--- src/assert_macros.svh ---
// assertion macros included by the decoder rtl
`ifndef ASSERT_MACROS_SVH
`define ASSERT_MACROS_SVH

// same-cycle implication, sampled on clk, quiet during rst
`define ASSERT_IMP(label, ante, cons) \
  label: assert property (@(posedge clk) disable iff (rst) (ante) |-> (cons)) \
    else $error("assertion failed");

// next-cycle implication, sampled on clk, quiet during rst
`define ASSERT_NEXT(label, ante, cons) \
  label: assert property (@(posedge clk) disable iff (rst) (ante) |=> (cons)) \
    else $error("assertion failed");

`endif

--- src/rbcfd_pkg.sv ---
// shared constants, types and gain table of the command frame decoder
`default_nettype none

package rbcfd_pkg;

  // command codes
  localparam logic CMD_STORE = 1'b0;
  localparam logic CMD_POLL  = 1'b1;

  // frame layout
  localparam int unsigned FRAME_LEN    = 8;
  localparam logic [7:0]  HEADER_BYTE  = 8'h0a;
  localparam logic [7:0]  TAIL_BYTE    = 8'hff;

  // mode codes
  localparam logic [7:0]  MODE_FIXED   = 8'd1;
  localparam logic [7:0]  MODE_SCALED  = 8'd2;

  // settings arithmetic
  localparam int unsigned TABLE_SIZE     = 30;
  localparam logic [6:0]  FREQ_SCALE     = 7'd100;
  localparam logic [16:0] FULL_AMPLITUDE = 17'd1023;
  localparam int unsigned GAIN_FRAC      = 12;
  localparam int unsigned GAIN_W         = 21;

  // per-transfer status flags of a poll
  typedef struct packed {
    logic consumed;
    logic accepted;
    logic err;
  } flags_t;

  // unsigned q9.12 reciprocal of the calibration gain, 1023 / (3.3 * gain)
  function automatic logic [GAIN_W-1:0] gain_recip(input logic [4:0] idx);
    logic [GAIN_W-1:0] g;
    case (idx)
      5'd0:  g = 21'd248000;
      5'd1:  g = 21'd260197;
      5'd2:  g = 21'd280920;
      5'd3:  g = 21'd299472;
      5'd4:  g = 21'd323918;
      5'd5:  g = 21'd348835;
      5'd6:  g = 21'd377905;
      5'd7:  g = 21'd406974;
      5'd8:  g = 21'd439363;
      5'd9:  g = 21'd472030;
      5'd10: g = 21'd507904;
      5'd11: g = 21'd547310;
      5'd12: g = 21'd587852;
      5'd13: g = 21'd622431;
      5'd14: g = 21'd661333;
      5'd15: g = 21'd705422;
      5'd16: g = 21'd755810;
      5'd17: g = 21'd793600;
      5'd18: g = 21'd840901;
      5'd19: g = 21'd887944;
      5'd20: g = 21'd933647;
      5'd21: g = 21'd992000;
      5'd22: g = 21'd1049388;
      5'd23: g = 21'd1104139;
      5'd24: g = 21'd1164917;
      5'd25: g = 21'd1220923;
      5'd26: g = 21'd1290407;
      5'd27: g = 21'd1333782;
      5'd28: g = 21'd1404602;
      5'd29: g = 21'd1483364;
      default: g = '0;
    endcase
    return g;
  endfunction

endpackage

`default_nettype wire

--- src/rbcfd_ram.sv ---
// generic single-port-write, single-port-read ram with registered read
`default_nettype none

module rbcfd_ram #(
  parameter int WIDTH = 8,
  parameter int DEPTH = 256
) (
  input  wire logic                                 clk,
  input  wire logic                                 we,
  input  wire logic [(DEPTH > 1 ? $clog2(DEPTH) : 1)-1:0] waddr,
  input  wire logic [WIDTH-1:0]                     wdata,
  input  wire logic [(DEPTH > 1 ? $clog2(DEPTH) : 1)-1:0] raddr,
  output logic      [WIDTH-1:0]                     rdata
);

  logic [WIDTH-1:0] mem [DEPTH];

  // write port
  always_ff @(posedge clk) begin
    if (we) begin
      mem[waddr] <= wdata;
    end
  end

  // registered read port
  always_ff @(posedge clk) begin
    rdata <= mem[raddr];
  end

endmodule

`default_nettype wire

--- src/ring_buffered_command_frame_decoder.sv ---
// Byte store gives no result; busy stays low.
// Poll with fewer than eight bytes held: strobe in the cycle after the transfer.
// Full poll: busy through eight reads via the single ring read port, then decode
// and multiply, then update; the strobe is registered in the update state.
// Reset clears pointers, fill count and settings; ring contents are left as
// they are and need no clearing pass, since only held entries are ever read.
`default_nettype none

module ring_buffered_command_frame_decoder #(
  parameter int RING_DEPTH   = 256,
  parameter int GAIN_ENTRIES = 30
) (
  input  wire logic        clk,
  input  wire logic        rst,
  input  wire logic        start,
  output logic             busy,
  input  wire logic        command,
  input  wire logic [7:0]  rx_byte,
  output logic             done,
  output logic [30:0]      frequency_word,
  output logic [16:0]      amplitude_word,
  output logic [7:0]       mode_code,
  output logic             frame_consumed,
  output logic             frame_accepted,
  output logic             index_error,
  output logic [8:0]       fill_level
);

`include "assert_macros.svh"

  localparam int PW = (RING_DEPTH > 1) ? $clog2(RING_DEPTH) : 1;
  localparam int HW = $clog2(RING_DEPTH + 1);

  localparam logic [PW-1:0] LAST_ADDR = PW'(RING_DEPTH - 1);
  localparam logic [HW-1:0] FULL_CNT  = HW'(RING_DEPTH);
  localparam logic [HW-1:0] FRAME_CNT = HW'(rbcfd_pkg::FRAME_LEN);
  localparam logic [PW:0]   DEPTH_EXT = (PW+1)'(RING_DEPTH);
  localparam logic [PW:0]   FRAME_EXT = (PW+1)'(rbcfd_pkg::FRAME_LEN);
  localparam logic [23:0]   GAIN_MAX  = 24'(GAIN_ENTRIES);
  localparam logic [23:0]   TABLE_MAX = 24'(rbcfd_pkg::TABLE_SIZE);

  // sequencer states
  localparam logic [1:0] ST_IDLE = 2'd0;
  localparam logic [1:0] ST_READ = 2'd1;
  localparam logic [1:0] ST_CALC = 2'd2;
  localparam logic [1:0] ST_OUT  = 2'd3;

  logic [1:0]    state;
  logic [PW-1:0] rd_ptr;
  logic [PW-1:0] wr_ptr;
  logic [HW-1:0] held;
  logic [PW-1:0] rd_addr;
  logic [3:0]    cnt;
  logic [7:0]    frame [rbcfd_pkg::FRAME_LEN];
  logic [7:0]    ram_rdata;
  logic          ram_we;

  logic [7:0]    cur_mode;
  logic [30:0]   cur_freq;
  logic [16:0]   cur_amp;

  logic [30:0]   freq_calc;
  logic [16:0]   amp_calc;
  logic          calc_valid;
  logic          calc_range;
  logic [7:0]    calc_mode;

  rbcfd_pkg::flags_t flags;

  logic          xfer;
  logic [23:0]   count;
  logic          hdr_ok;
  logic          in_range;
  logic [28:0]   amp_prod;
  logic [PW:0]   rd_ptr_sum;

  assign busy = (state != ST_IDLE);
  assign xfer = start && !busy;
  assign ram_we = xfer && (command == rbcfd_pkg::CMD_STORE) && (held < FULL_CNT);

  // ring storage
  rbcfd_ram #(
    .WIDTH (8),
    .DEPTH (RING_DEPTH)
  ) u_ring (
    .clk   (clk),
    .we    (ram_we),
    .waddr (wr_ptr),
    .wdata (rx_byte),
    .raddr (rd_addr),
    .rdata (ram_rdata)
  );

  // frame decode from the captured bytes
  assign count    = {frame[4], frame[3], frame[2]};
  assign hdr_ok   = (frame[0] == rbcfd_pkg::HEADER_BYTE) &&
                    (frame[6] == rbcfd_pkg::TAIL_BYTE) &&
                    (frame[7] == rbcfd_pkg::TAIL_BYTE);
  assign in_range = (count >= 24'd1) && (count <= GAIN_MAX) && (count <= TABLE_MAX);
  assign amp_prod = 29'(frame[5]) * 29'(rbcfd_pkg::gain_recip(5'(count - 24'd1)));

  // read pointer advanced by one frame, wrapped in the update state
  assign rd_ptr_sum = {1'b0, rd_ptr} + FRAME_EXT;

  // sequencer, ring pointers and fill count
  always_ff @(posedge clk) begin
    if (rst) begin
      state    <= ST_IDLE;
      rd_ptr   <= '0;
      wr_ptr   <= '0;
      held     <= '0;
      cnt      <= '0;
      cur_mode <= '0;
      cur_freq <= '0;
      cur_amp  <= '0;
      flags    <= '0;
      done     <= 1'b0;
    end else begin
      done <= 1'b0;
      case (state)
        ST_IDLE: begin
          if (ram_we) begin
            wr_ptr <= (wr_ptr == LAST_ADDR) ? '0 : wr_ptr + PW'(1);
            held   <= held + HW'(1);
          end
          if (xfer && (command == rbcfd_pkg::CMD_POLL)) begin
            if (held >= FRAME_CNT) begin
              state <= ST_READ;
              cnt   <= '0;
            end else begin
              flags <= '0;
              done  <= 1'b1;
            end
          end
        end
        ST_READ: begin
          cnt <= cnt + 4'd1;
          if (cnt == 4'(rbcfd_pkg::FRAME_LEN)) begin
            state <= ST_CALC;
          end
        end
        ST_CALC: begin
          state <= ST_OUT;
        end
        ST_OUT: begin
          // settings update
          if (calc_valid) begin
            cur_mode <= calc_mode;
            if (calc_mode == rbcfd_pkg::MODE_FIXED) begin
              cur_freq <= freq_calc;
              cur_amp  <= rbcfd_pkg::FULL_AMPLITUDE;
            end else if (calc_mode == rbcfd_pkg::MODE_SCALED) begin
              cur_freq <= freq_calc;
              if (calc_range) begin
                cur_amp <= amp_calc;
              end
            end
          end
          // remove the frame
          if (held <= FRAME_CNT) begin
            rd_ptr <= '0;
            wr_ptr <= '0;
            held   <= '0;
          end else begin
            rd_ptr <= (rd_ptr_sum >= DEPTH_EXT) ? PW'(rd_ptr_sum - DEPTH_EXT)
                                                : PW'(rd_ptr_sum);
            held   <= held - FRAME_CNT;
          end
          flags.consumed <= 1'b1;
          flags.accepted <= calc_valid;
          flags.err      <= calc_valid && (calc_mode == rbcfd_pkg::MODE_SCALED) &&
                            !calc_range;
          done  <= 1'b1;
          state <= ST_IDLE;
        end
        default: begin
          state <= ST_IDLE;
        end
      endcase
    end
  end

  // ring read address, one entry a cycle from the oldest byte
  always_ff @(posedge clk) begin
    if (state == ST_IDLE) begin
      rd_addr <= rd_ptr;
    end else begin
      rd_addr <= (rd_addr == LAST_ADDR) ? '0 : rd_addr + PW'(1);
    end
  end

  // frame capture shift line, oldest byte ends at the front
  always_ff @(posedge clk) begin
    if ((state == ST_READ) && (cnt != 4'd0)) begin
      for (int i = 0; i < rbcfd_pkg::FRAME_LEN - 1; i++) begin
        frame[i] <= frame[i+1];
      end
      frame[rbcfd_pkg::FRAME_LEN-1] <= ram_rdata;
    end
  end

  // decode and multiply stage
  always_ff @(posedge clk) begin
    if (state == ST_CALC) begin
      freq_calc  <= 31'(count) * 31'(rbcfd_pkg::FREQ_SCALE);
      amp_calc   <= 17'(amp_prod >> rbcfd_pkg::GAIN_FRAC);
      calc_valid <= hdr_ok;
      calc_range <= in_range;
      calc_mode  <= frame[1];
    end
  end

  // result ports
  assign frequency_word = cur_freq;
  assign amplitude_word = cur_amp;
  assign mode_code      = cur_mode;
  assign frame_consumed = flags.consumed;
  assign frame_accepted = flags.accepted;
  assign index_error    = flags.err;
  assign fill_level     = 9'(held);

  // checks
  `ASSERT_IMP(a_done_idle, done, !busy)
  `ASSERT_IMP(a_held_max, 1'b1, held <= FULL_CNT)
  `ASSERT_IMP(a_accept_consumed, done && frame_accepted, frame_consumed)
  `ASSERT_IMP(a_err_mode, done && index_error, frame_accepted && (mode_code == rbcfd_pkg::MODE_SCALED))
  `ASSERT_NEXT(a_out_done, state == ST_OUT, done && frame_consumed)

endmodule

`default_nettype wire

--- config.mk ---
export PLATFORM = sky130hd
export DESIGN_NAME = ring_buffered_command_frame_decoder
export DESIGN_NICKNAME = d
export VERILOG_FILES = /design/src/rbcfd_pkg.sv /design/src/rbcfd_ram.sv /design/src/ring_buffered_command_frame_decoder.sv
export VERILOG_INCLUDE_DIRS = /design/src /design/src/src
export SDC_FILE = /design/constraint.sdc
export NUM_CORES = 2
export LEC_CHECK = 0
export BUFFER_PORTS_ARGS = -buffer_cell sky130_fd_sc_hd__buf_4
export CAP_MARGIN = 5
export CORE_MARGIN = 2
export CORE_UTILIZATION = 45
export CTS_BUF_LIST = sky130_fd_sc_hd__clkbuf_2
export CTS_CLUSTER_SIZE = 30
export DETAILED_ROUTE_END_ITERATION = 7
export PLACE_DENSITY = 0.67
export SLEW_MARGIN = 20
export SYNTH_ARGS = -nofsm -noshare
export SYNTH_HDL_FRONTEND = slang
export SYNTH_HIERARCHICAL = 1
export SYNTH_SLANG_ARGS = --single-unit
--- constraint.sdc ---
create_clock -name clk -period 9.6 [get_ports clk]
set_input_delay 0.96 -clock clk [delete_from_list [all_inputs] [get_ports clk]]
set_output_delay 0.96 -clock clk [all_outputs]
set_load 0.05 [all_outputs]
==> metrics.md <==
| Metric | Value |
|---|---|
| Status | `completed` |
| CP Max Fanout | `19` |
| Post-detailed-routing wire length | `233400 um` |
| Final instance area | `104200 um2` |
| Placement row count | `169` |
| Mean post-synth cell area | `17.56 um2` |
| CTS resizes | `0` |
| Largest net degree at the start of global routing | `156` |
| Share of layout cells above drive strength 1 | `0.2435` |
| Post-synthesis register bit count | `2270` |
| CTS tree | `built` |
| Die W | `466.1 um` |
| GRT Residual Overflow | `0` |
| Clock root cell | `clkbuf_2` |
| Buf/Inv on CP | `5` |
| Peak VDD IR | `0.1360 mV` |
| Crit path DAT | `9940 ps` |
| Period Utilization, post-route | `0.8904` |
| Clk Latency, worst-skew pair | `1720 ps` |
| Post-synth cell types | `94` |
| Crit-path most repeated cell | `inv_1` |
| Die area | `217300 um2` |
| WHS | `356.5 ps` |
| Primary FF master, synth | `edfxtp_1` |
| Vias | `53180` |
| Number of synthesized flops with an enable pin | `2168` |
| Initial antenna violation count | `11` |
| # nets final | `6239` |
| Worst-path clk slew | `110 ps` |
| Final setup margin | `1052 ps` |
| Critical path's top delay family | `adder cells` |
| Crit path kind | `flip-flop to flip-flop` |
| Global-route wire length before repair | `343600 um` |
| Routability congestion estimate | `0.8688` |
| Crit. End Element | `flip-flop` |
| DP Wirelength | `142600 um` |
| Clock Skews | `137.2 ps` |
| Core Util, Final | `0.4914` |
| Post-Synth Simple-Gate Area | `0.04957` |
| DR pass1 iterations | `6` |
| Max-slew headroom | `0.1613` |
| CP peak stage delay | `740 ps` |
| XOR/XNOR share of the synthesized area | `0.005547` |
| Post-Synth Adder-Cell Area | `0.04896` |
| Max Clock Freq | `117.0 MHz` |
| Highest-delay cell along the critical path | `ha_1` |
| DP Area | `99410 um2` |
| Post-route DRC | `0` |
| Final setup fails | `0` |
| Synth async-reset ratio | `0` |
| Syn. warnings | `6` |
| Initial DRC count | `5935` |
| Sequential area share after synthesis | `0.6987` |
| Overall Global Routing Usage | `0.2125` |
| Final min period | `8548 ps` |
| Cell area after synthesis | `96100 um2` |
| I/O Pins | `82` |
| Vias in the first global route | `53290` |
| Setup crit start kind | `flip-flop` |
| PortBufs | `79` |
| Die H | `466.1 um` |
| Post-CTS Setup Bufs | `0` |
| Largest family of logic cells by synthesized area | `multiplexers` |
| Endpoints failing hold | `0` |
| DP Worst Slack | `1096 ps` |
| Post-Synthesis Cells | `5473` |
| DRT antenna net count | `0` |
| Area Overhead vs Synth | `8.450%` |
| Core area | `212100 um2` |
| Hold WC Path Type | `input pin to flip-flop` |
| Worst Path Required | `10990 ps` |
| TritonCTS buffer count | `568` |
| WL per Instance | `25.62 um` |
| Pwr Density | `188.7 nW/um2` |
| Slew @ Worst Pin | `1254 ps` |
| Leakage Power | `34.13 nW` |
| Starting Density | `0.4531` |
| RSZ-0062 raised after global routing | `false` |
| Setup TNS | `0 ps` |
| # H-tree levels | `6` |
| Mux share of post-synthesis cell area | `0.1219` |
| Clock buffer depth | `4` |
| DR vias/cell | `5.838` |
| Clock sinks | `2270` |
| Final Slew Violations | `0` |
| Synth Area in Compound Gates | `0.04841` |
| # fillers | `17740` |
| Max cap viols | `0` |
==> cell usage in the layout (no fill, tap or decap), types with 9 or more instances in the layout <==
cell type,netlist,layout
a211oi_1,31,31
a21o_1,29,29
dfxtp_1,102,96
diode_2,0,9
dlygate4sd3_1,0,15
xnor2_1,39,39
nand2_1,210,209
mux2i_1,141,141
o211ai_1,20,20
o21ai_0,63,63
inv_1,225,225
o221ai_1,48,48
nand2b_1,19,19
mux4_2,454,454
nor3_1,66,66
nand4_1,26,26
fa_1,132,132
a31oi_1,12,12
and2_1,89,89
a21oi_1,216,215
nor4_1,27,26
edfxtp_1,2168,2168
ha_1,164,163
xor2_1,20,20
nor2_1,419,416
inv_2,2,21
a22oi_1,137,137
nand3_1,73,68
buf_4,29,155
nor2b_1,43,40
clkinv_2,0,12
o22ai_1,35,35
clkinv_1,2,75
a221oi_1,16,16
o21ai_1,10,9
clkbuf_2,0,807
==> layout make-up <==
type	instances	area [um2]	share of cell area
clock buffer	807	4039	0.03875
sequential	2270	67160	0.6444
clock inverter	111	571.8	0.005487
tap	2821	3530	0.03387
multi-input combinational	2676	26460	0.2539
inverter	229	859.6	0.008248
antenna	9	22.52	0.0002161
timing repair buffer	186	1575	0.01512
==> routing by layer <==
metal / up-vias / routed length, um / track usage
li1: 22760 / - / -
met1: 27370 / 95630 / 0.3014
met2: 2670 / 108000 / 0.3218
met3: 383 / 22920 / 0.05086
met4: 4 / 6829 / 0.07605
met5: - / 31 / 0
==> cell usage after synthesis, drive strengths merged, types with 43 or more instances <==
master | number | area (um2)
nor2 | 420 | 1584
and2 | 89 | 556.8
nand3 | 73 | 365.4
mux2i | 141 | 1411
mux4 | 456 | 10280
inv | 227 | 852.1
ha | 164 | 2052
edfxtp | 2168 | 65100
dfxtp | 102 | 2042
nor2b | 43 | 269.0
clkbuf | 168 | 630.6
nand2 | 210 | 788.3
buf | 131 | 1094
o221ai | 49 | 435.4
a22oi | 137 | 1028
o21ai | 73 | 365.4
fa | 132 | 2643
nor3 | 66 | 330.3
a21oi | 219 | 1107
==> metrics by stage <==
| stage | power (mW) | instances |
|---|---|---|
| CTS | 19.88 | 9100 |
| floorplan | 13.26 | 5474 |
| global route | 20.52 | 9108 |
| finish | 19.66 | 9109 |
| detailed placement | 13.85 | 8167 |
| global placement | 13.83 | 8167 |
==> power by group <==
part	switching, mW	internal (mW)
clock	3.70	2.35
combinational	1.44	1.24
sequential	0.0635	10.9
==> path summary, 6_finish.rpt <==
check / slack, ps / cells after the start / end / startpoint
worst max-delay path: 1050 / 26 / amp_calc[15]$_DFFE_PP_ / frame[0][17]$_DFFE_PP_
worst min-delay path: 360 / 2 / u_ring/mem[138][4]$_DFFE_PP_ / rx_byte[4]
worst max register to register: 1050 / 26 / amp_calc[15]$_DFFE_PP_ / frame[0][17]$_DFFE_PP_
worst min register to register: 400 / 0 / frame[1][31]$_DFFE_PP_ / u_ring/rdata[7]$_DFF_P_
==> timing repair <==
action                                 4_1_cts  5_1_grt
endpoints found under the hold margin      927        0
hold buffers                                15        0
setup endpoints to repair                    0        0
==> state kept, by name, summed over array words and instances, names as in the netlist <==
signal,flops
u_ring/mem,2048
frame,64
freq_calc,29
frequency_word,29
amp_calc,17
amplitude_word,17
fill_level,9
calc_mode,8
mode_code,8
rd_addr,8
u_ring/rdata,8
wr_ptr,8
rd_ptr,5
cnt,4
state,2
calc_range,1
calc_valid,1
done,1
frame_accepted,1
frame_consumed,1
index_error,1
==> cells by family (layout without fill, tap and decap cells) <==
family,Yosys count,in the layout
flops,2270,2270
simple gates,1025,1025
compound gates,693,693
mux,599,599
buf+inv,528,1333
fa+ha+maj,297,297
xor+xnor,60,60
other cells,1,11
Note: power is estimated with default switching activity, not from simulation.
